==> config.mk <==
export PLATFORM = sky130hd
export DESIGN_NAME = hat_tile_vertex_placer_unit_flat
export DESIGN_NICKNAME = d
export VERILOG_FILES = /design/src/hdl/htvp_pkg.sv /design/src/hdl/htvp_in_if.sv /design/src/hdl/htvp_out_if.sv /design/src/hdl/hat_tile_vertex_placer_unit.sv /design/src/hdl/htvp_queue.sv /design/src/hdl/htvp_front.sv /design/src/hdl/htvp_back.sv /design/src/flat_wrapper.sv
export VERILOG_INCLUDE_DIRS = /design/src /design/src/hdl
export SDC_FILE = /design/constraint.sdc
export NUM_CORES = 2
export LEC_CHECK = 0
export BUFFER_PORTS_ARGS = -buffer_cell sky130_fd_sc_hd__buf_2
export CAP_MARGIN = 20
export CELL_PAD_IN_SITES_DETAIL_PLACEMENT = 1
export CELL_PAD_IN_SITES_GLOBAL_PLACEMENT = 1
export CORE_ASPECT_RATIO = 0.5
export CORE_MARGIN = 4
export CORE_UTILIZATION = 45
export CTS_CLUSTER_SIZE = 20
export DETAILED_ROUTE_END_ITERATION = 10
export PLACE_DENSITY_LB_ADDON = 0.1
export SKIP_LAST_GASP = 1
export SLEW_MARGIN = 20
export SYNTH_ARGS = -nofsm -noshare
export SYNTH_HDL_FRONTEND = slang
export SYNTH_SLANG_ARGS = --single-unit
==> constraint.sdc <==
create_clock -name clk -period 21.1 [get_ports clk]
set_input_delay 2.11 -clock clk [delete_from_list [all_inputs] [get_ports clk]]
set_output_delay 2.11 -clock clk [all_outputs]
set_load 0.1 [all_outputs]
==> src/hdl/hat_tile_vertex_placer_unit_defines.svh <==
// Assertion helpers shared by the placer modules.
`ifndef HAT_TILE_VERTEX_PLACER_UNIT_DEFINES_SVH
`define HAT_TILE_VERTEX_PLACER_UNIT_DEFINES_SVH

// Same-cycle implication, checked out of reset.
`define HTVP_ASSERT_NOW(label, clk, rst_n, ante, cons, msg) \
	label: assert property (@(posedge clk) disable iff (!rst_n) (ante) |-> (cons)) \
		else $error(msg);

// Next-cycle implication, checked out of reset.
`define HTVP_ASSERT_NEXT(label, clk, rst_n, ante, cons, msg) \
	label: assert property (@(posedge clk) disable iff (!rst_n) (ante) |=> (cons)) \
		else $error(msg);

`endif

==> src/hdl/htvp_pkg.sv <==
`timescale 1ns / 1ps
`default_nettype none

package htvp_pkg;

	localparam int TILE_VERTS  = 14;
	localparam int TURN_STEPS  = 12;
	localparam int IDX_BITS    = 4;
	localparam int DIR_BITS    = 4;
	localparam int PFX_BITS    = 8;
	localparam int Q48         = 48;
	localparam int QUEUE_DEPTH = 2;

	localparam logic [IDX_BITS-1:0] IDX_LAST = IDX_BITS'(TILE_VERTS - 1);

	// Exact vertex coordinate: value = (a + b*sqrt3) / 2
	typedef logic signed [PFX_BITS-1:0] pfx_t;

	typedef struct packed {
		pfx_t ax;
		pfx_t bx;
		pfx_t ay;
		pfx_t by;
	} pfx_vec_t;

	// One tile handed from the chain builder to the emitter
	typedef struct packed {
		pfx_vec_t [TILE_VERTS-1:0] pts;
		logic                      refl;
		logic [IDX_BITS-1:0]       piv;
	} tile_geom_t;

	// (edge angle + 1) mod 12 for the forward and the mirrored walk
	localparam logic [3:0] E1_FWD [TILE_VERTS] =
		'{4'd11, 4'd1, 4'd4, 4'd6, 4'd3, 4'd5, 4'd8, 4'd6, 4'd9, 4'd7, 4'd10, 4'd0, 4'd0, 4'd2};
	localparam logic [3:0] E1_REF [TILE_VERTS] =
		'{4'd1, 4'd11, 4'd8, 4'd6, 4'd9, 4'd7, 4'd4, 4'd6, 4'd3, 4'd5, 4'd2, 4'd0, 4'd0, 4'd10};
	localparam logic EDGE_LONG [TILE_VERTS] =
		'{1'b1, 1'b1, 1'b0, 1'b0, 1'b1, 1'b1, 1'b0, 1'b0, 1'b1, 1'b1, 1'b0, 1'b0, 1'b0, 1'b0};

	// 2*cos(k*30deg) = COS_INT[k] + COS_RT3[k]*sqrt3
	localparam logic signed [2:0] COS_INT [TURN_STEPS] =
		'{3'sd2, 3'sd0, 3'sd1, 3'sd0, -3'sd1, 3'sd0, -3'sd2, 3'sd0, -3'sd1, 3'sd0, 3'sd1, 3'sd0};
	localparam logic signed [1:0] COS_RT3 [TURN_STEPS] =
		'{2'sd0, 2'sd1, 2'sd0, 2'sd0, 2'sd0, -2'sd1, 2'sd0, -2'sd1, 2'sd0, 2'sd0, 2'sd0, 2'sd1};

	// floor(sqrt3 * 2^48), digit by digit; elaboration only
	function automatic logic [63:0] sqrt3_q48();
		logic [63:0] rem;
		logic [63:0] root;
		logic [63:0] t;
		rem  = '0;
		root = '0;
		for (int k = 0; k <= Q48; k++) begin
			rem = (rem << 2) | ((k == 0) ? 64'd3 : 64'd0);
			t   = (root << 2) | 64'd1;
			if (rem >= t) begin
				rem  = rem - t;
				root = (root << 1) | 64'd1;
			end else begin
				root = root << 1;
			end
		end
		return root;
	endfunction

	localparam logic [63:0] SQRT3_Q48 = sqrt3_q48();

	// One edge of the chain as exact (a, b) pairs for x and y
	function automatic pfx_vec_t side_vec(input logic [IDX_BITS-1:0] src, input logic refl,
	                                      input logic [DIR_BITS-1:0] turn);
		logic [3:0]        e1;
		logic [4:0]        ksum;
		logic [3:0]        k;
		logic [3:0]        ks;
		pfx_vec_t          v;
		e1   = refl ? E1_REF[src] : E1_FWD[src];
		ksum = {1'b0, e1} + {1'b0, turn};
		k    = (ksum >= 5'(TURN_STEPS)) ? 4'(ksum - 5'(TURN_STEPS)) : ksum[3:0];
		ks   = (k >= 4'd3) ? k - 4'd3 : k + 4'd9;
		if (EDGE_LONG[src]) begin
			v.ax = pfx_t'(3 * COS_RT3[k]);
			v.bx = pfx_t'(COS_INT[k]);
			v.ay = pfx_t'(3 * COS_RT3[ks]);
			v.by = pfx_t'(COS_INT[ks]);
		end else begin
			v.ax = pfx_t'(COS_INT[k]);
			v.bx = pfx_t'(COS_RT3[k]);
			v.ay = pfx_t'(COS_INT[ks]);
			v.by = pfx_t'(COS_RT3[ks]);
		end
		return v;
	endfunction

	function automatic pfx_vec_t pfx_add(input pfx_vec_t a, input pfx_vec_t b);
		pfx_vec_t r;
		r.ax = a.ax + b.ax;
		r.bx = a.bx + b.bx;
		r.ay = a.ay + b.ay;
		r.by = a.by + b.by;
		return r;
	endfunction

endpackage

`default_nettype wire

==> src/hdl/htvp_in_if.sv <==
`timescale 1ns / 1ps
`default_nettype none

interface htvp_in_if #(parameter int COORD_BITS = 32) ();
	import htvp_pkg::*;

	logic                         valid;
	logic                         ready;
	logic signed [COORD_BITS-1:0] pos_x;
	logic signed [COORD_BITS-1:0] pos_y;
	logic [DIR_BITS-1:0]          direction;
	logic                         reflected;
	logic [IDX_BITS-1:0]          pivot;

	modport source (output valid, pos_x, pos_y, direction, reflected, pivot, input ready);
	modport sink   (input valid, pos_x, pos_y, direction, reflected, pivot, output ready);
endinterface

`default_nettype wire

==> src/hdl/htvp_out_if.sv <==
`timescale 1ns / 1ps
`default_nettype none

interface htvp_out_if #(parameter int COORD_BITS = 32) ();
	import htvp_pkg::*;

	logic                         valid;
	logic                         ready;
	logic [IDX_BITS-1:0]          vertex_index;
	logic signed [COORD_BITS-1:0] vertex_x;
	logic signed [COORD_BITS-1:0] vertex_y;
	logic                         tile_reflected;
	logic                         last_vertex;
	logic signed [COORD_BITS-1:0] box_min_x;
	logic signed [COORD_BITS-1:0] box_max_x;
	logic signed [COORD_BITS-1:0] box_min_y;
	logic signed [COORD_BITS-1:0] box_max_y;

	modport source (output valid, vertex_index, vertex_x, vertex_y, tile_reflected,
	                last_vertex, box_min_x, box_max_x, box_min_y, box_max_y,
	                input ready);
	modport sink   (input valid, vertex_index, vertex_x, vertex_y, tile_reflected,
	                last_vertex, box_min_x, box_max_x, box_min_y, box_max_y,
	                output ready);
endinterface

`default_nettype wire

==> src/hdl/hat_tile_vertex_placer_unit.sv <==
`timescale 1ns / 1ps
`default_nettype none

// Channel | Role  | Beat
// tile    | sink  | one hat tile: pos_x, pos_y, direction, reflected, pivot
// vtx     | source| one vertex: index, x, y, reflected, last flag, running box
//
// A tile yields 14 vertex beats, one per cycle while vtx is ready; the emitter,
// walking the shifted chain one vertex a cycle, sets the sustained tile rate.
// The chain builder adds one edge per cycle and holds its last edge until the
// queue has room; the built chain then passes the queue and the emitter pipe.
// Reset (arst_n low) empties the queue and sets the box to its empty extremes.
// A stall on vtx holds the emitter pipe; the two-tile queue lets tile keep going.

module hat_tile_vertex_placer_unit #(
	parameter int COORD_BITS    = 32,
	parameter int FRACTION_BITS = 16
) (
	input  logic       clk,
	input  logic       arst_n,
	htvp_in_if.sink    tile,
	htvp_out_if.source vtx
);
	import htvp_pkg::*;

	localparam int GEOM_W = $bits(tile_geom_t);
	localparam int REC_W  = GEOM_W + 2 * COORD_BITS;

	logic                         push_valid;
	logic                         push_ready;
	tile_geom_t                   push_geom;
	logic signed [COORD_BITS-1:0] push_px;
	logic signed [COORD_BITS-1:0] push_py;
	logic                         pop_valid;
	logic                         pop_ready;
	tile_geom_t                   pop_geom;
	logic signed [COORD_BITS-1:0] pop_px;
	logic signed [COORD_BITS-1:0] pop_py;
	logic [REC_W-1:0]             push_data;
	logic [REC_W-1:0]             pop_data;

	assign push_data = {push_geom, push_px, push_py};
	assign pop_geom  = pop_data[REC_W-1 -: GEOM_W];
	assign pop_px    = pop_data[2*COORD_BITS-1 -: COORD_BITS];
	assign pop_py    = pop_data[COORD_BITS-1:0];

	// chain builder
	htvp_front #(
		.COORD_BITS (COORD_BITS)
	) u_front (
		.clk        (clk),
		.arst_n     (arst_n),
		.tile       (tile),
		.push_valid (push_valid),
		.push_ready (push_ready),
		.push_geom  (push_geom),
		.push_px    (push_px),
		.push_py    (push_py)
	);

	// tile queue between builder and emitter
	htvp_queue #(
		.WIDTH (REC_W),
		.DEPTH (QUEUE_DEPTH)
	) u_queue (
		.clk        (clk),
		.arst_n     (arst_n),
		.push_valid (push_valid),
		.push_ready (push_ready),
		.push_data  (push_data),
		.pop_valid  (pop_valid),
		.pop_ready  (pop_ready),
		.pop_data   (pop_data)
	);

	// vertex emitter
	htvp_back #(
		.COORD_BITS    (COORD_BITS),
		.FRACTION_BITS (FRACTION_BITS)
	) u_back (
		.clk       (clk),
		.arst_n    (arst_n),
		.pop_valid (pop_valid),
		.pop_ready (pop_ready),
		.pop_geom  (pop_geom),
		.pop_px    (pop_px),
		.pop_py    (pop_py),
		.vtx       (vtx)
	);

endmodule

`default_nettype wire

==> src/hdl/htvp_queue.sv <==
`timescale 1ns / 1ps
`default_nettype none

module htvp_queue #(
	parameter int WIDTH = 8,
	parameter int DEPTH = 2
) (
	input  logic             clk,
	input  logic             arst_n,
	input  logic             push_valid,
	output logic             push_ready,
	input  logic [WIDTH-1:0] push_data,
	output logic             pop_valid,
	input  logic             pop_ready,
	output logic [WIDTH-1:0] pop_data
);
	localparam int PW = (DEPTH > 1) ? $clog2(DEPTH) : 1;
	localparam int CW = $clog2(DEPTH + 1);

	logic [WIDTH-1:0] slot_q [DEPTH];
	logic [PW-1:0]    wr_q;
	logic [PW-1:0]    rd_q;
	logic [CW-1:0]    cnt_q;
	logic             push;
	logic             pop;

	assign push_ready = (cnt_q != CW'(DEPTH));
	assign pop_valid  = (cnt_q != '0);
	assign pop_data   = slot_q[rd_q];
	assign push       = push_valid && push_ready;
	assign pop        = pop_valid && pop_ready;

	// pointers and fill level
	always_ff @(posedge clk or negedge arst_n) begin
		if (!arst_n) begin
			wr_q  <= '0;
			rd_q  <= '0;
			cnt_q <= '0;
		end else begin
			if (push) begin
				wr_q <= (wr_q == PW'(DEPTH - 1)) ? '0 : wr_q + 1'b1;
			end
			if (pop) begin
				rd_q <= (rd_q == PW'(DEPTH - 1)) ? '0 : rd_q + 1'b1;
			end
			unique case ({push, pop})
				2'b10:   cnt_q <= cnt_q + 1'b1;
				2'b01:   cnt_q <= cnt_q - 1'b1;
				default: cnt_q <= cnt_q;
			endcase
		end
	end

	// storage
	always_ff @(posedge clk) begin
		if (push) begin
			slot_q[wr_q] <= push_data;
		end
	end

endmodule

`default_nettype wire

==> src/hdl/htvp_front.sv <==
`timescale 1ns / 1ps
`default_nettype none
`include "hat_tile_vertex_placer_unit_defines.svh"

module htvp_front #(
	parameter int COORD_BITS = 32
) (
	input  logic                         clk,
	input  logic                         arst_n,
	htvp_in_if.sink                      tile,
	output logic                         push_valid,
	input  logic                         push_ready,
	output htvp_pkg::tile_geom_t         push_geom,
	output logic signed [COORD_BITS-1:0] push_px,
	output logic signed [COORD_BITS-1:0] push_py
);
	import htvp_pkg::*;

	logic                         busy_q;
	logic [IDX_BITS-1:0]          j_q;
	logic signed [COORD_BITS-1:0] px_q;
	logic signed [COORD_BITS-1:0] py_q;
	logic                         refl_q;
	logic [IDX_BITS-1:0]          piv_q;
	logic [DIR_BITS-1:0]          turn_q;
	pfx_vec_t                     acc_q;
	pfx_vec_t                     pts_q [TILE_VERTS-2:1];

	logic                         accept;
	logic                         last_step;
	logic                         step_en;
	logic [DIR_BITS-1:0]          dir_m;
	logic [DIR_BITS-1:0]          turn_in;
	logic [IDX_BITS-1:0]          piv_in;
	logic [IDX_BITS-1:0]          jj;
	logic [IDX_BITS:0]            src_sum;
	logic [IDX_BITS-1:0]          src;
	pfx_vec_t                     acc_nxt;

	// the chain is done once vertex 13 is known; it leaves with the push
	assign last_step  = busy_q && (j_q == IDX_BITS'(TILE_VERTS - 2));
	assign step_en    = busy_q && (!last_step || push_ready);
	assign tile.ready = !busy_q || (last_step && push_ready);
	assign accept     = tile.valid && tile.ready;

	// fold direction and pivot into range, mirror the turn
	always_comb begin
		dir_m   = (tile.direction >= DIR_BITS'(TURN_STEPS)) ?
		          tile.direction - DIR_BITS'(TURN_STEPS) : tile.direction;
		turn_in = (tile.reflected && (dir_m != '0)) ? DIR_BITS'(TURN_STEPS) - dir_m : dir_m;
		piv_in  = (tile.pivot >= IDX_BITS'(TILE_VERTS)) ?
		          tile.pivot - IDX_BITS'(TILE_VERTS) : tile.pivot;
	end

	// edge of the chain for this step, walked backwards when mirrored
	always_comb begin
		jj      = refl_q ? IDX_BITS'(TILE_VERTS - 1) - j_q : j_q;
		src_sum = {1'b0, piv_q} + {1'b0, jj};
		src     = (src_sum >= (IDX_BITS + 1)'(TILE_VERTS)) ?
		          IDX_BITS'(src_sum - (IDX_BITS + 1)'(TILE_VERTS)) : src_sum[IDX_BITS-1:0];
		acc_nxt = pfx_add(acc_q, side_vec(src, refl_q, turn_q));
	end

	// hand-off record
	always_comb begin
		push_valid     = last_step;
		push_px        = px_q;
		push_py        = py_q;
		push_geom.refl = refl_q;
		push_geom.piv  = piv_q;
		for (int v = 0; v < TILE_VERTS; v++) begin
			if (v == 0) begin
				push_geom.pts[v] = '0;
			end else if (v == TILE_VERTS - 1) begin
				push_geom.pts[v] = acc_nxt;
			end else begin
				push_geom.pts[v] = pts_q[v];
			end
		end
	end

	// step control
	always_ff @(posedge clk or negedge arst_n) begin
		if (!arst_n) begin
			busy_q <= 1'b0;
			j_q    <= '0;
		end else if (accept) begin
			busy_q <= 1'b1;
			j_q    <= '0;
		end else if (step_en) begin
			j_q <= j_q + 1'b1;
			if (last_step) begin
				busy_q <= 1'b0;
			end
		end
	end

	// tile fields and running chain sum
	always_ff @(posedge clk) begin
		if (accept) begin
			px_q   <= tile.pos_x;
			py_q   <= tile.pos_y;
			refl_q <= tile.reflected;
			piv_q  <= piv_in;
			turn_q <= turn_in;
			acc_q  <= '0;
		end else if (step_en && !last_step) begin
			acc_q                <= acc_nxt;
			pts_q[j_q + 1'b1]    <= acc_nxt;
		end
	end

	`HTVP_ASSERT_NOW(a_front_fields_folded, clk, arst_n, busy_q,
		(piv_q < IDX_BITS'(TILE_VERTS)) && (turn_q < DIR_BITS'(TURN_STEPS)),
		"front: pivot or turn out of range")
	`HTVP_ASSERT_NOW(a_front_step_bound, clk, arst_n, busy_q,
		j_q <= IDX_BITS'(TILE_VERTS - 2), "front: step counter overran the chain")
	`HTVP_ASSERT_NEXT(a_front_push_frees, clk, arst_n, push_valid && push_ready && !accept,
		!busy_q, "front: still busy after handing off a tile")

endmodule

`default_nettype wire

==> src/hdl/htvp_back.sv <==
`timescale 1ns / 1ps
`default_nettype none
`include "hat_tile_vertex_placer_unit_defines.svh"

module htvp_back #(
	parameter int COORD_BITS    = 32,
	parameter int FRACTION_BITS = 16
) (
	input  logic                         clk,
	input  logic                         arst_n,
	input  logic                         pop_valid,
	output logic                         pop_ready,
	input  htvp_pkg::tile_geom_t         pop_geom,
	input  logic signed [COORD_BITS-1:0] pop_px,
	input  logic signed [COORD_BITS-1:0] pop_py,
	htvp_out_if.source                   vtx
);
	import htvp_pkg::*;

	localparam int NW = 60;
	localparam int SH = 49 - FRACTION_BITS;
	localparam int RW = NW - SH;
	localparam int SW = ((COORD_BITS > RW) ? COORD_BITS : RW) + 1;

	localparam logic signed [NW-1:0]         S3C    = $signed(NW'(SQRT3_Q48));
	localparam logic signed [NW-1:0]         ROUND  = $signed(NW'(64'd1 << (SH - 1)));
	localparam logic signed [SW-1:0]         SAT_HI = SW'({1'b0, {(COORD_BITS - 1){1'b1}}});
	localparam logic signed [SW-1:0]         SAT_LO = ~SAT_HI;
	localparam logic signed [COORD_BITS-1:0] C_MAX  = {1'b0, {(COORD_BITS - 1){1'b1}}};
	localparam logic signed [COORD_BITS-1:0] C_MIN  = ~C_MAX;

	logic                         ce;
	logic                         issue;
	logic [IDX_BITS-1:0]          i_q;
	logic [IDX_BITS-1:0]          s_idx;
	pfx_vec_t                     pt;

	logic                         v_s1, v_s2, v_s3, v_s4;
	logic [IDX_BITS-1:0]          idx_s1, idx_s2, idx_s3, idx_s4;
	logic                         last_s1, last_s2, last_s3, last_s4;
	logic                         refl_s1, refl_s2, refl_s3, refl_s4;
	logic signed [COORD_BITS-1:0] px_s1, px_s2, px_s3;
	logic signed [COORD_BITS-1:0] py_s1, py_s2, py_s3;
	pfx_vec_t                     pt_s1;
	pfx_t                         ax_s2, ay_s2;
	logic signed [NW-1:0]         prodx_s2, prody_s2;
	logic signed [RW-1:0]         rx_s3, ry_s3;
	logic signed [COORD_BITS-1:0] vx_s4, vy_s4;

	logic signed [NW-1:0]         nx, ny;
	logic signed [NW-1:0]         shx, shy;
	logic signed [SW-1:0]         sumx, sumy;
	logic signed [COORD_BITS-1:0] vx, vy;

	// whole pipe holds while the output beat waits
	assign ce        = !vtx.valid || vtx.ready;
	assign issue     = pop_valid && ce;
	assign pop_ready = ce && (i_q == IDX_LAST);

	// chain slot of vertex i after the cyclic shift by the pivot
	always_comb begin
		s_idx = (i_q >= pop_geom.piv) ? i_q - pop_geom.piv :
		        i_q + IDX_BITS'(TILE_VERTS) - pop_geom.piv;
		pt    = pop_geom.pts[s_idx];
	end

	// exact-to-fixed rounding, half up
	always_comb begin
		nx  = (NW'(ax_s2) <<< Q48) + prodx_s2 + ROUND;
		ny  = (NW'(ay_s2) <<< Q48) + prody_s2 + ROUND;
		shx = nx >>> SH;
		shy = ny >>> SH;
	end

	// translate and saturate
	always_comb begin
		sumx = SW'(px_s3) + SW'(rx_s3);
		sumy = SW'(py_s3) + SW'(ry_s3);
		if (sumx > SAT_HI) begin
			vx = SAT_HI[COORD_BITS-1:0];
		end else if (sumx < SAT_LO) begin
			vx = SAT_LO[COORD_BITS-1:0];
		end else begin
			vx = sumx[COORD_BITS-1:0];
		end
		if (sumy > SAT_HI) begin
			vy = SAT_HI[COORD_BITS-1:0];
		end else if (sumy < SAT_LO) begin
			vy = SAT_LO[COORD_BITS-1:0];
		end else begin
			vy = sumy[COORD_BITS-1:0];
		end
	end

	// vertex counter, stage valids, output valid and the running box
	always_ff @(posedge clk or negedge arst_n) begin
		if (!arst_n) begin
			i_q           <= '0;
			v_s1          <= 1'b0;
			v_s2          <= 1'b0;
			v_s3          <= 1'b0;
			v_s4          <= 1'b0;
			vtx.valid     <= 1'b0;
			vtx.box_min_x <= C_MAX;
			vtx.box_max_x <= C_MIN;
			vtx.box_min_y <= C_MAX;
			vtx.box_max_y <= C_MIN;
		end else if (ce) begin
			if (issue) begin
				i_q <= (i_q == IDX_LAST) ? '0 : i_q + 1'b1;
			end
			v_s1      <= issue;
			v_s2      <= v_s1;
			v_s3      <= v_s2;
			v_s4      <= v_s3;
			vtx.valid <= v_s4;
			if (v_s4) begin
				if (vx_s4 < vtx.box_min_x) vtx.box_min_x <= vx_s4;
				if (vx_s4 > vtx.box_max_x) vtx.box_max_x <= vx_s4;
				if (vy_s4 < vtx.box_min_y) vtx.box_min_y <= vy_s4;
				if (vy_s4 > vtx.box_max_y) vtx.box_max_y <= vy_s4;
			end
		end
	end

	// datapath stages
	always_ff @(posedge clk) begin
		if (ce) begin
			// s1: slot read
			idx_s1  <= i_q;
			last_s1 <= (i_q == IDX_LAST);
			refl_s1 <= pop_geom.refl;
			px_s1   <= pop_px;
			py_s1   <= pop_py;
			pt_s1   <= pt;
			// s2: sqrt3 products
			idx_s2   <= idx_s1;
			last_s2  <= last_s1;
			refl_s2  <= refl_s1;
			px_s2    <= px_s1;
			py_s2    <= py_s1;
			ax_s2    <= pt_s1.ax;
			ay_s2    <= pt_s1.ay;
			prodx_s2 <= NW'(pt_s1.bx) * S3C;
			prody_s2 <= NW'(pt_s1.by) * S3C;
			// s3: rounded offset
			idx_s3  <= idx_s2;
			last_s3 <= last_s2;
			refl_s3 <= refl_s2;
			px_s3   <= px_s2;
			py_s3   <= py_s2;
			rx_s3   <= shx[RW-1:0];
			ry_s3   <= shy[RW-1:0];
			// s4: world vertex
			idx_s4  <= idx_s3;
			last_s4 <= last_s3;
			refl_s4 <= refl_s3;
			vx_s4   <= vx;
			vy_s4   <= vy;
			// output beat
			if (v_s4) begin
				vtx.vertex_index   <= idx_s4;
				vtx.vertex_x       <= vx_s4;
				vtx.vertex_y       <= vy_s4;
				vtx.tile_reflected <= refl_s4;
				vtx.last_vertex    <= last_s4;
			end
		end
	end

	`HTVP_ASSERT_NOW(a_back_box_holds_vertex, clk, arst_n, vtx.valid,
		(vtx.box_min_x <= vtx.vertex_x) && (vtx.vertex_x <= vtx.box_max_x) &&
		(vtx.box_min_y <= vtx.vertex_y) && (vtx.vertex_y <= vtx.box_max_y),
		"back: vertex lies outside the running box")
	`HTVP_ASSERT_NOW(a_back_last_flag, clk, arst_n, vtx.valid,
		vtx.last_vertex == (vtx.vertex_index == IDX_LAST),
		"back: last flag does not match vertex index")
	`HTVP_ASSERT_NEXT(a_back_stall_holds, clk, arst_n, vtx.valid && !vtx.ready,
		$stable(vtx.box_min_x) && $stable(vtx.box_max_y) && $stable(i_q),
		"back: state moved during an output stall")

endmodule

`default_nettype wire
==> src/flat_wrapper.sv <==
// flat-port wrapper written by rule: the top's interface ports become plain ports
module hat_tile_vertex_placer_unit_flat import htvp_pkg::*;
#(
	parameter int COORD_BITS    = 32,
	parameter int FRACTION_BITS = 16
)
  (clk, arst_n, tile_valid, tile_pos_x, tile_pos_y, tile_direction, tile_reflected, tile_pivot, tile_ready, vtx_valid, vtx_vertex_index, vtx_vertex_x, vtx_vertex_y, vtx_tile_reflected, vtx_last_vertex, vtx_box_min_x, vtx_box_max_x, vtx_box_min_y, vtx_box_max_y, vtx_ready);
  htvp_in_if #(.COORD_BITS(COORD_BITS)) tile_i ();
  htvp_out_if #(.COORD_BITS(COORD_BITS)) vtx_i ();
  input  logic clk;
  input  logic arst_n;
  input wire logic [$bits(tile_i.valid)-1:0] tile_valid;
  input wire logic [$bits(tile_i.pos_x)-1:0] tile_pos_x;
  input wire logic [$bits(tile_i.pos_y)-1:0] tile_pos_y;
  input wire logic [$bits(tile_i.direction)-1:0] tile_direction;
  input wire logic [$bits(tile_i.reflected)-1:0] tile_reflected;
  input wire logic [$bits(tile_i.pivot)-1:0] tile_pivot;
  output wire logic [$bits(tile_i.ready)-1:0] tile_ready;
  output wire logic [$bits(vtx_i.valid)-1:0] vtx_valid;
  output wire logic [$bits(vtx_i.vertex_index)-1:0] vtx_vertex_index;
  output wire logic [$bits(vtx_i.vertex_x)-1:0] vtx_vertex_x;
  output wire logic [$bits(vtx_i.vertex_y)-1:0] vtx_vertex_y;
  output wire logic [$bits(vtx_i.tile_reflected)-1:0] vtx_tile_reflected;
  output wire logic [$bits(vtx_i.last_vertex)-1:0] vtx_last_vertex;
  output wire logic [$bits(vtx_i.box_min_x)-1:0] vtx_box_min_x;
  output wire logic [$bits(vtx_i.box_max_x)-1:0] vtx_box_max_x;
  output wire logic [$bits(vtx_i.box_min_y)-1:0] vtx_box_min_y;
  output wire logic [$bits(vtx_i.box_max_y)-1:0] vtx_box_max_y;
  input wire logic [$bits(vtx_i.ready)-1:0] vtx_ready;
  assign tile_i.valid = tile_valid;
  assign tile_i.pos_x = tile_pos_x;
  assign tile_i.pos_y = tile_pos_y;
  assign tile_i.direction = tile_direction;
  assign tile_i.reflected = tile_reflected;
  assign tile_i.pivot = tile_pivot;
  assign tile_ready = tile_i.ready;
  assign vtx_valid = vtx_i.valid;
  assign vtx_vertex_index = vtx_i.vertex_index;
  assign vtx_vertex_x = vtx_i.vertex_x;
  assign vtx_vertex_y = vtx_i.vertex_y;
  assign vtx_tile_reflected = vtx_i.tile_reflected;
  assign vtx_last_vertex = vtx_i.last_vertex;
  assign vtx_box_min_x = vtx_i.box_min_x;
  assign vtx_box_max_x = vtx_i.box_max_x;
  assign vtx_box_min_y = vtx_i.box_min_y;
  assign vtx_box_max_y = vtx_i.box_max_y;
  assign vtx_i.ready = vtx_ready;
  hat_tile_vertex_placer_unit #(.COORD_BITS(COORD_BITS), .FRACTION_BITS(FRACTION_BITS)) u_core (.clk(clk), .arst_n(arst_n), .tile(tile_i), .vtx(vtx_i));
endmodule
Word-level counts from Yosys, hierarchy flattened
Memory sizes are Yosys's and may differ from the RTL's.
Index checks and enable logic that the tools add are counted.
{"block": "word_totals", "regBits": 821, "ram_bits": 1354, "romBits": 304, "wordCells": 196, "mem_count": 9}
{"block": "classes", "add_sub_neg": 29, "n_mul": 4, "n_lt_le_gt_ge": 18, "eq_ne": 5, "muxes": 42, "bitwise_logic": 3, "reduce_logical": 27}
{"name": "u_core.u_queue.slot_q", "words": 2, "width": 485, "read_ports": 1, "rd_ports_with_merged_regs": 0, "wr": 1, "line": "htvp_queue.sv:20", "source": "logic [WIDTH-1:0] slot_q [DEPTH];"}
{"name": "u_core.u_front.pts_q", "words": 12, "width": 32, "read_ports": 12, "rd_ports_with_merged_regs": 0, "wr": 1, "line": "htvp_front.sv:27", "source": "pfx_vec_t pts_q [TILE_VERTS-2:1];"}
{"name": "(no name shown)", "words": 16, "width": 4, "read_ports": 1, "rd_ports_with_merged_regs": 0, "wr": 0, "line": "htvp_pkg.sv:77", "source": "e1 = refl ? E1_REF[src] : E1_FWD[src];"}
{"name": "(no name shown)", "words": 16, "width": 4, "read_ports": 1, "rd_ports_with_merged_regs": 0, "wr": 0, "line": "htvp_pkg.sv:77"}
{"name": "(no name shown)", "words": 16, "width": 3, "read_ports": 1, "rd_ports_with_merged_regs": 0, "wr": 0, "line": "htvp_pkg.sv:87", "source": "v.ax = pfx_t'(COS_INT[k]);"}
{"name": "(no name shown)", "words": 16, "width": 3, "read_ports": 1, "rd_ports_with_merged_regs": 0, "wr": 0, "line": "htvp_pkg.sv:89", "source": "v.ay = pfx_t'(COS_INT[ks]);"}
{"name": "3 more memories"}
{"op": "$bmux 32 s4", "n": 1}
{"op": "$mux 32", "n": 4}
{"op": "$add 56x60->60", "n": 2}
{"op": "$add 60x34->60 const B", "n": 2}
{"op": "$mul 8x49->57 const B", "n": 2}
{"op": "$add 32x27->33", "n": 2}
{"op": "$gt 33x32->1 const B", "n": 2}
{"op": "$lt 33x32->1 const B", "n": 2}
{"op": "$gt 32x32->1", "n": 2}
{"op": "$lt 32x32->1", "n": 2}
{"op": "$mux 4", "n": 16}
{"op": "$add 8x8->8", "n": 4}
{"op": "$sub 4x4->4 const B", "n": 4}
{"op": "$ge 5x5->1 const B", "n": 3}
{"op": "$not 4->5", "n": 3}
{"op": "$mux 1", "n": 12}
{"op": "$mux 3", "n": 4}
{"op": "$reduce_and 3->1", "n": 4}
{"op": "$add 4x4->5", "n": 2}
{"op": "$ge 5x4->1 const B", "n": 2}
{"op": "$mul 3x2->5 const A", "n": 2}
{"op": "$logic_and 1x1->1", "n": 9}
{"op": "$add 4x1->4 const B", "n": 2}
{"op": "$add 4x4->4 const B", "n": 2}
{"op": "21 further kinds", "n": 38}

Longest topological paths before layout
{"block": "logic_depth", "ltp_word": 22, "depth_mapped": 40}

By module
From an unflattened synthesis, not the netlist that was laid out.
{"block": "unflattened", "hier_cells": 6072, "area_unflattened_um2": 98577.0}
{"module": "htvp_back", "n_inst": 1, "cells_per_inst": 3467, "area_each_um2": 42888.6, "seq_area_each_um2": 18642.9}
{"module": "htvp_queue", "n_inst": 1, "cells_per_inst": 1626, "area_each_um2": 37885.1, "seq_area_each_um2": 31149.9}
{"module": "htvp_front", "n_inst": 1, "cells_per_inst": 979, "area_each_um2": 17803.3, "seq_area_each_um2": 14488.9}

Least setup slack after synthesis
OpenSTA, ideal clock, no wires.
{"block": "synth_path", "kind": "register to register", "start": "register u_core.u_front.j_q[1]", "end": "memory u_core.u_queue.slot_q[0][0] (netlist bit), enable pin", "setup_time_ns": 1.347, "arrival_ns": 21.171, "t_required_ns": 19.753, "setup_slack_ns": -1.418, "stages_incl_launch_ff": 7, "n_path_buf": 0, "period_less_slack_ns": 22.518, "path_cell_list": "dfrtp_1 inv_1 ha_1 nand3_1 inv_1 nand3_1 nor2_1"}
{"block": "synth_via", "elab_chain_len": 5}
{"item": "start, declared", "line": "htvp_front.sv:20", "source": "logic [IDX_BITS-1:0] j_q;"}
{"item": "start signal, assigned", "line": "htvp_front.sv:91", "source": "j_q <= j_q + 1'b1;"}
{"item": "$eq 4x4->1", "line": "htvp_front.sv:41", "source": "assign last_step = busy_q && (j_q == IDX_BITS'(TILE_VERTS - 2));"}
{"item": "$logic_and 1x1->1", "line": "htvp_front.sv:41"}
{"item": "$logic_and 1x1->1", "line": "htvp_queue.sv:30", "source": "assign push = push_valid && push_ready;"}
{"item": "$mux 1", "line": "htvp_queue.sv:56", "source": "if (push) begin"}
{"item": "$mux 1 (not written as such)", "line": "htvp_queue.sv:57", "source": "slot_q[wr_q] <= push_data;"}
{"item": "end, declared", "line": "htvp_queue.sv:20"}
No other way between the ends.

==> results.md <==
- Status: finished, final reports clean
- Layout cells sized above 1: 0.1821
- CP endpoint kind: register
- Largest fanout on the critical path: 15
- Syn Std Cell Area: about 94000 um2
- Largest net degree at the start of global routing: between 150 and 200
- Initial antenna violation count: 7
- Postcts setup bufs: 0
- Fin worst setup slack: 11.72 ns
- Data required, critical path: roughly 22 ns
- Drt via density: 5.526
- Ys Warns: 0
- Final setup skew: approximately 0.076 ns
- Boundary pin count: about 280
- Die Wd: between 600 and 700 um
- Total wire length after detailed routing: roughly 220000 um
- Core area: about 210000 um2
- First-pass GRT wire length: about 340000 um
- Flops & latches, synth: 2109
- FFs w/ async S/R, synth: 0.06923
- Multi-input logic area: roughly 30000 um2
- Max transition margin: 0.2649
- CTS root buffer: clkbuf_16
- Max Cap Viol: 0
- Gr ovfl total: 0
- Hold crit path type: reg -> reg
- Top FF cell, synth: edfxtp_1
- DIE AREA: ~220000 um2
- Worst-margin pin slew: ~1.1 ns
- Crit-path most repeated cell: ha_1
- Critical Path Max Stage Delay: between 0.6 and 0.7 ns
- Drt first pass iters: 5
- IO buf count: around 280
- Critical path startpoint category: register
- Final Max Slew Viols: 0
- Max H-tree Level: 4
- CTS Buf Count: roughly 190
- Nets: around 7000
- Syn Inst Count: approximately 5800
- Clock Pin Slew Worst Setup and Hold Paths: about 0.070 ns
- DRT iter0 DRCs: ~3400
- Number of global-route vias before repair: 54800
- Initial core utilization: 0.4535
- Crit share post-route: 0.4448
- Top cell type's share of synthesized area: 0.6169
- Final Util: 0.5072
- Seq/Total Area, Yosys: 0.6634
- CTS resizes: 0
- Fmax: between 100 and 150 MHz
- Max reg flops: between 900 and 1000
- Crit-path slowest cell: xnor2_2
- Arrival @ worst endpoint: about 9.9 ns
- Layout filler cell count: between 15000 and 20000
- Rows: ~120
- Worst skew pair latency: around 0.86 ns
- Final hold viol count: 0
- Met2 GRT Util: 0.3458
- Final min period: ~9.4 ns
- Sequential standard cell area: 62360 um2
- GRT Overall Usage: 0.2075
- Clock Sinks: about 2100
- Endpoints failing setup: 0
- Post-CTS Hold Fix Bufs: 0
- Average routed wire per standard cell: 24.64 um
- Synthesized netlist net count: ~6600
- Mean Syn Cell Area: about 16 um2
- Count leader, synth: edfxtp_1
- Most used routing layer: met2
- Met1 usage: 0.2958
- Largest Register: u_core.u_queue.slot_q
- Via Count: approximately 50000
- Synthesis-to-layout area growth: 11.86%
- Most frequent cells after synthesis: edfxtp_1 (1931), ha_1 (544), inv_1 (459)
- Worst setup path class: reg -> reg
- CTS tree: built
- DRT antenna net count: 0
- M3 GR Usage: 0.02487
- Synth cell types: 96
- Largest registers: u_core.u_queue.slot_q x970, u_core.u_front.pts_q x384
- Leading area contributor after synthesis: edfxtp_1
- Pre-CTS WS: 11.36 ns
- Post-synth EDFFs: a little under 2000
- Max clock buf depth: 4
- DRC: 0
- Post-DP HPWL: roughly 150000 um
- Synth top area cells: edfxtp_1 (62%), ha_1 (7.2%), mux4_2 (4.6%)
- Die height: roughly 330 um
- RSZ-0062 raised after global routing: false
- Setup TNS: 0 ns
- Gpl congestion: between 0.8 and 0.9
## routing by layer
layer / wire, um / part of all wire / vias up
met4: 4484 / 0.020 / 0
li1: - / - / 22850
met3: 8891 / 0.040 / 290
met5: 0 / 0 / -
met1: 103400 / 0.46 / 26260
met2: 107700 / 0.48 / 930
## final timing paths
path,startpoint,end,slack [ns],depth (start not counted)
min in group asynchronous,arst_n,u_core.u_queue.wr_q,1.16,1
min,u_core.u_back.px_s2[17],u_core.u_back.px_s3[17],0.41,0
min reg2reg,u_core.u_back.px_s2[17],u_core.u_back.px_s3[17],0.41,0
max reg2reg,u_core.u_front.refl_q,u_core.u_front.pts_q[4][31],11.72,35
max,u_core.u_front.refl_q,u_core.u_front.pts_q[4][31],11.72,35
max in group asynchronous,arst_n,u_core.u_back.vtx.box_max_y[15],18.07,3
## layout by cell type (no fill, tap or decap), types with 113 or more instances in the layout
master,n
o21ai_0,113
ha_1,543
edfxtp_1,1931
a21o_1,150
mux2_2,171
buf_2,275
clkbuf_16,197
xnor2_1,113
mux4_2,192
nand2_1,323
a21oi_1,265
fa_1,180
inv_1,457
nor2_1,144
## worst max-delay path, delay by kind of cell, from the launching register on
| kind | cells | cell delay (ns) |
|---|---|---|
| compound gates | 11 | 2.46 |
| xor+xnor | 6 | 1.94 |
| fa+ha+maj | 8 | 2.43 |
| buf+inv | 3 | 0.33 |
| flops | 1 | 0.58 |
| mux | 1 | 0.30 |
| simple gates | 6 | 1.05 |
## final cells by class
| class | instances | share of cell area |
|---|---|---|
| repair buffers | 355 | 0.01942 |
| flip-flops and latches | 2109 | 0.5931 |
| multi-input cells | 3080 | 0.2815 |
| clock buffers | 248 | 0.04937 |
| inverters | 459 | 0.01642 |
| clock inverters | 91 | 0.007199 |
| diodes | 4 | 0.00009520 |
| well taps | 2760 | 0.03284 |
## kinds of logic after synthesis
family / synth area share
compound gates: 0.06625
xor+xnor: 0.01880
fa+ha+maj: 0.1121
buf+inv: 0.02530
flops: 0.6634
mux: 0.07470
simple gates: 0.03938
## metrics by stage
step	instances	instance area, um2	hold slack, ns
global route	9102	105100	0.4104
global placement	8762	99020	0.4013
floorplan	5801	94000	0.4003
detailed placement	8762	99060	0.4052
CTS	9101	105000	0.3992
finish	9106	105100	0.4108
Power is left out: the tool's default activity adds up to more than one toggle a clock period on the data nets, which glitch-free logic cannot reach.
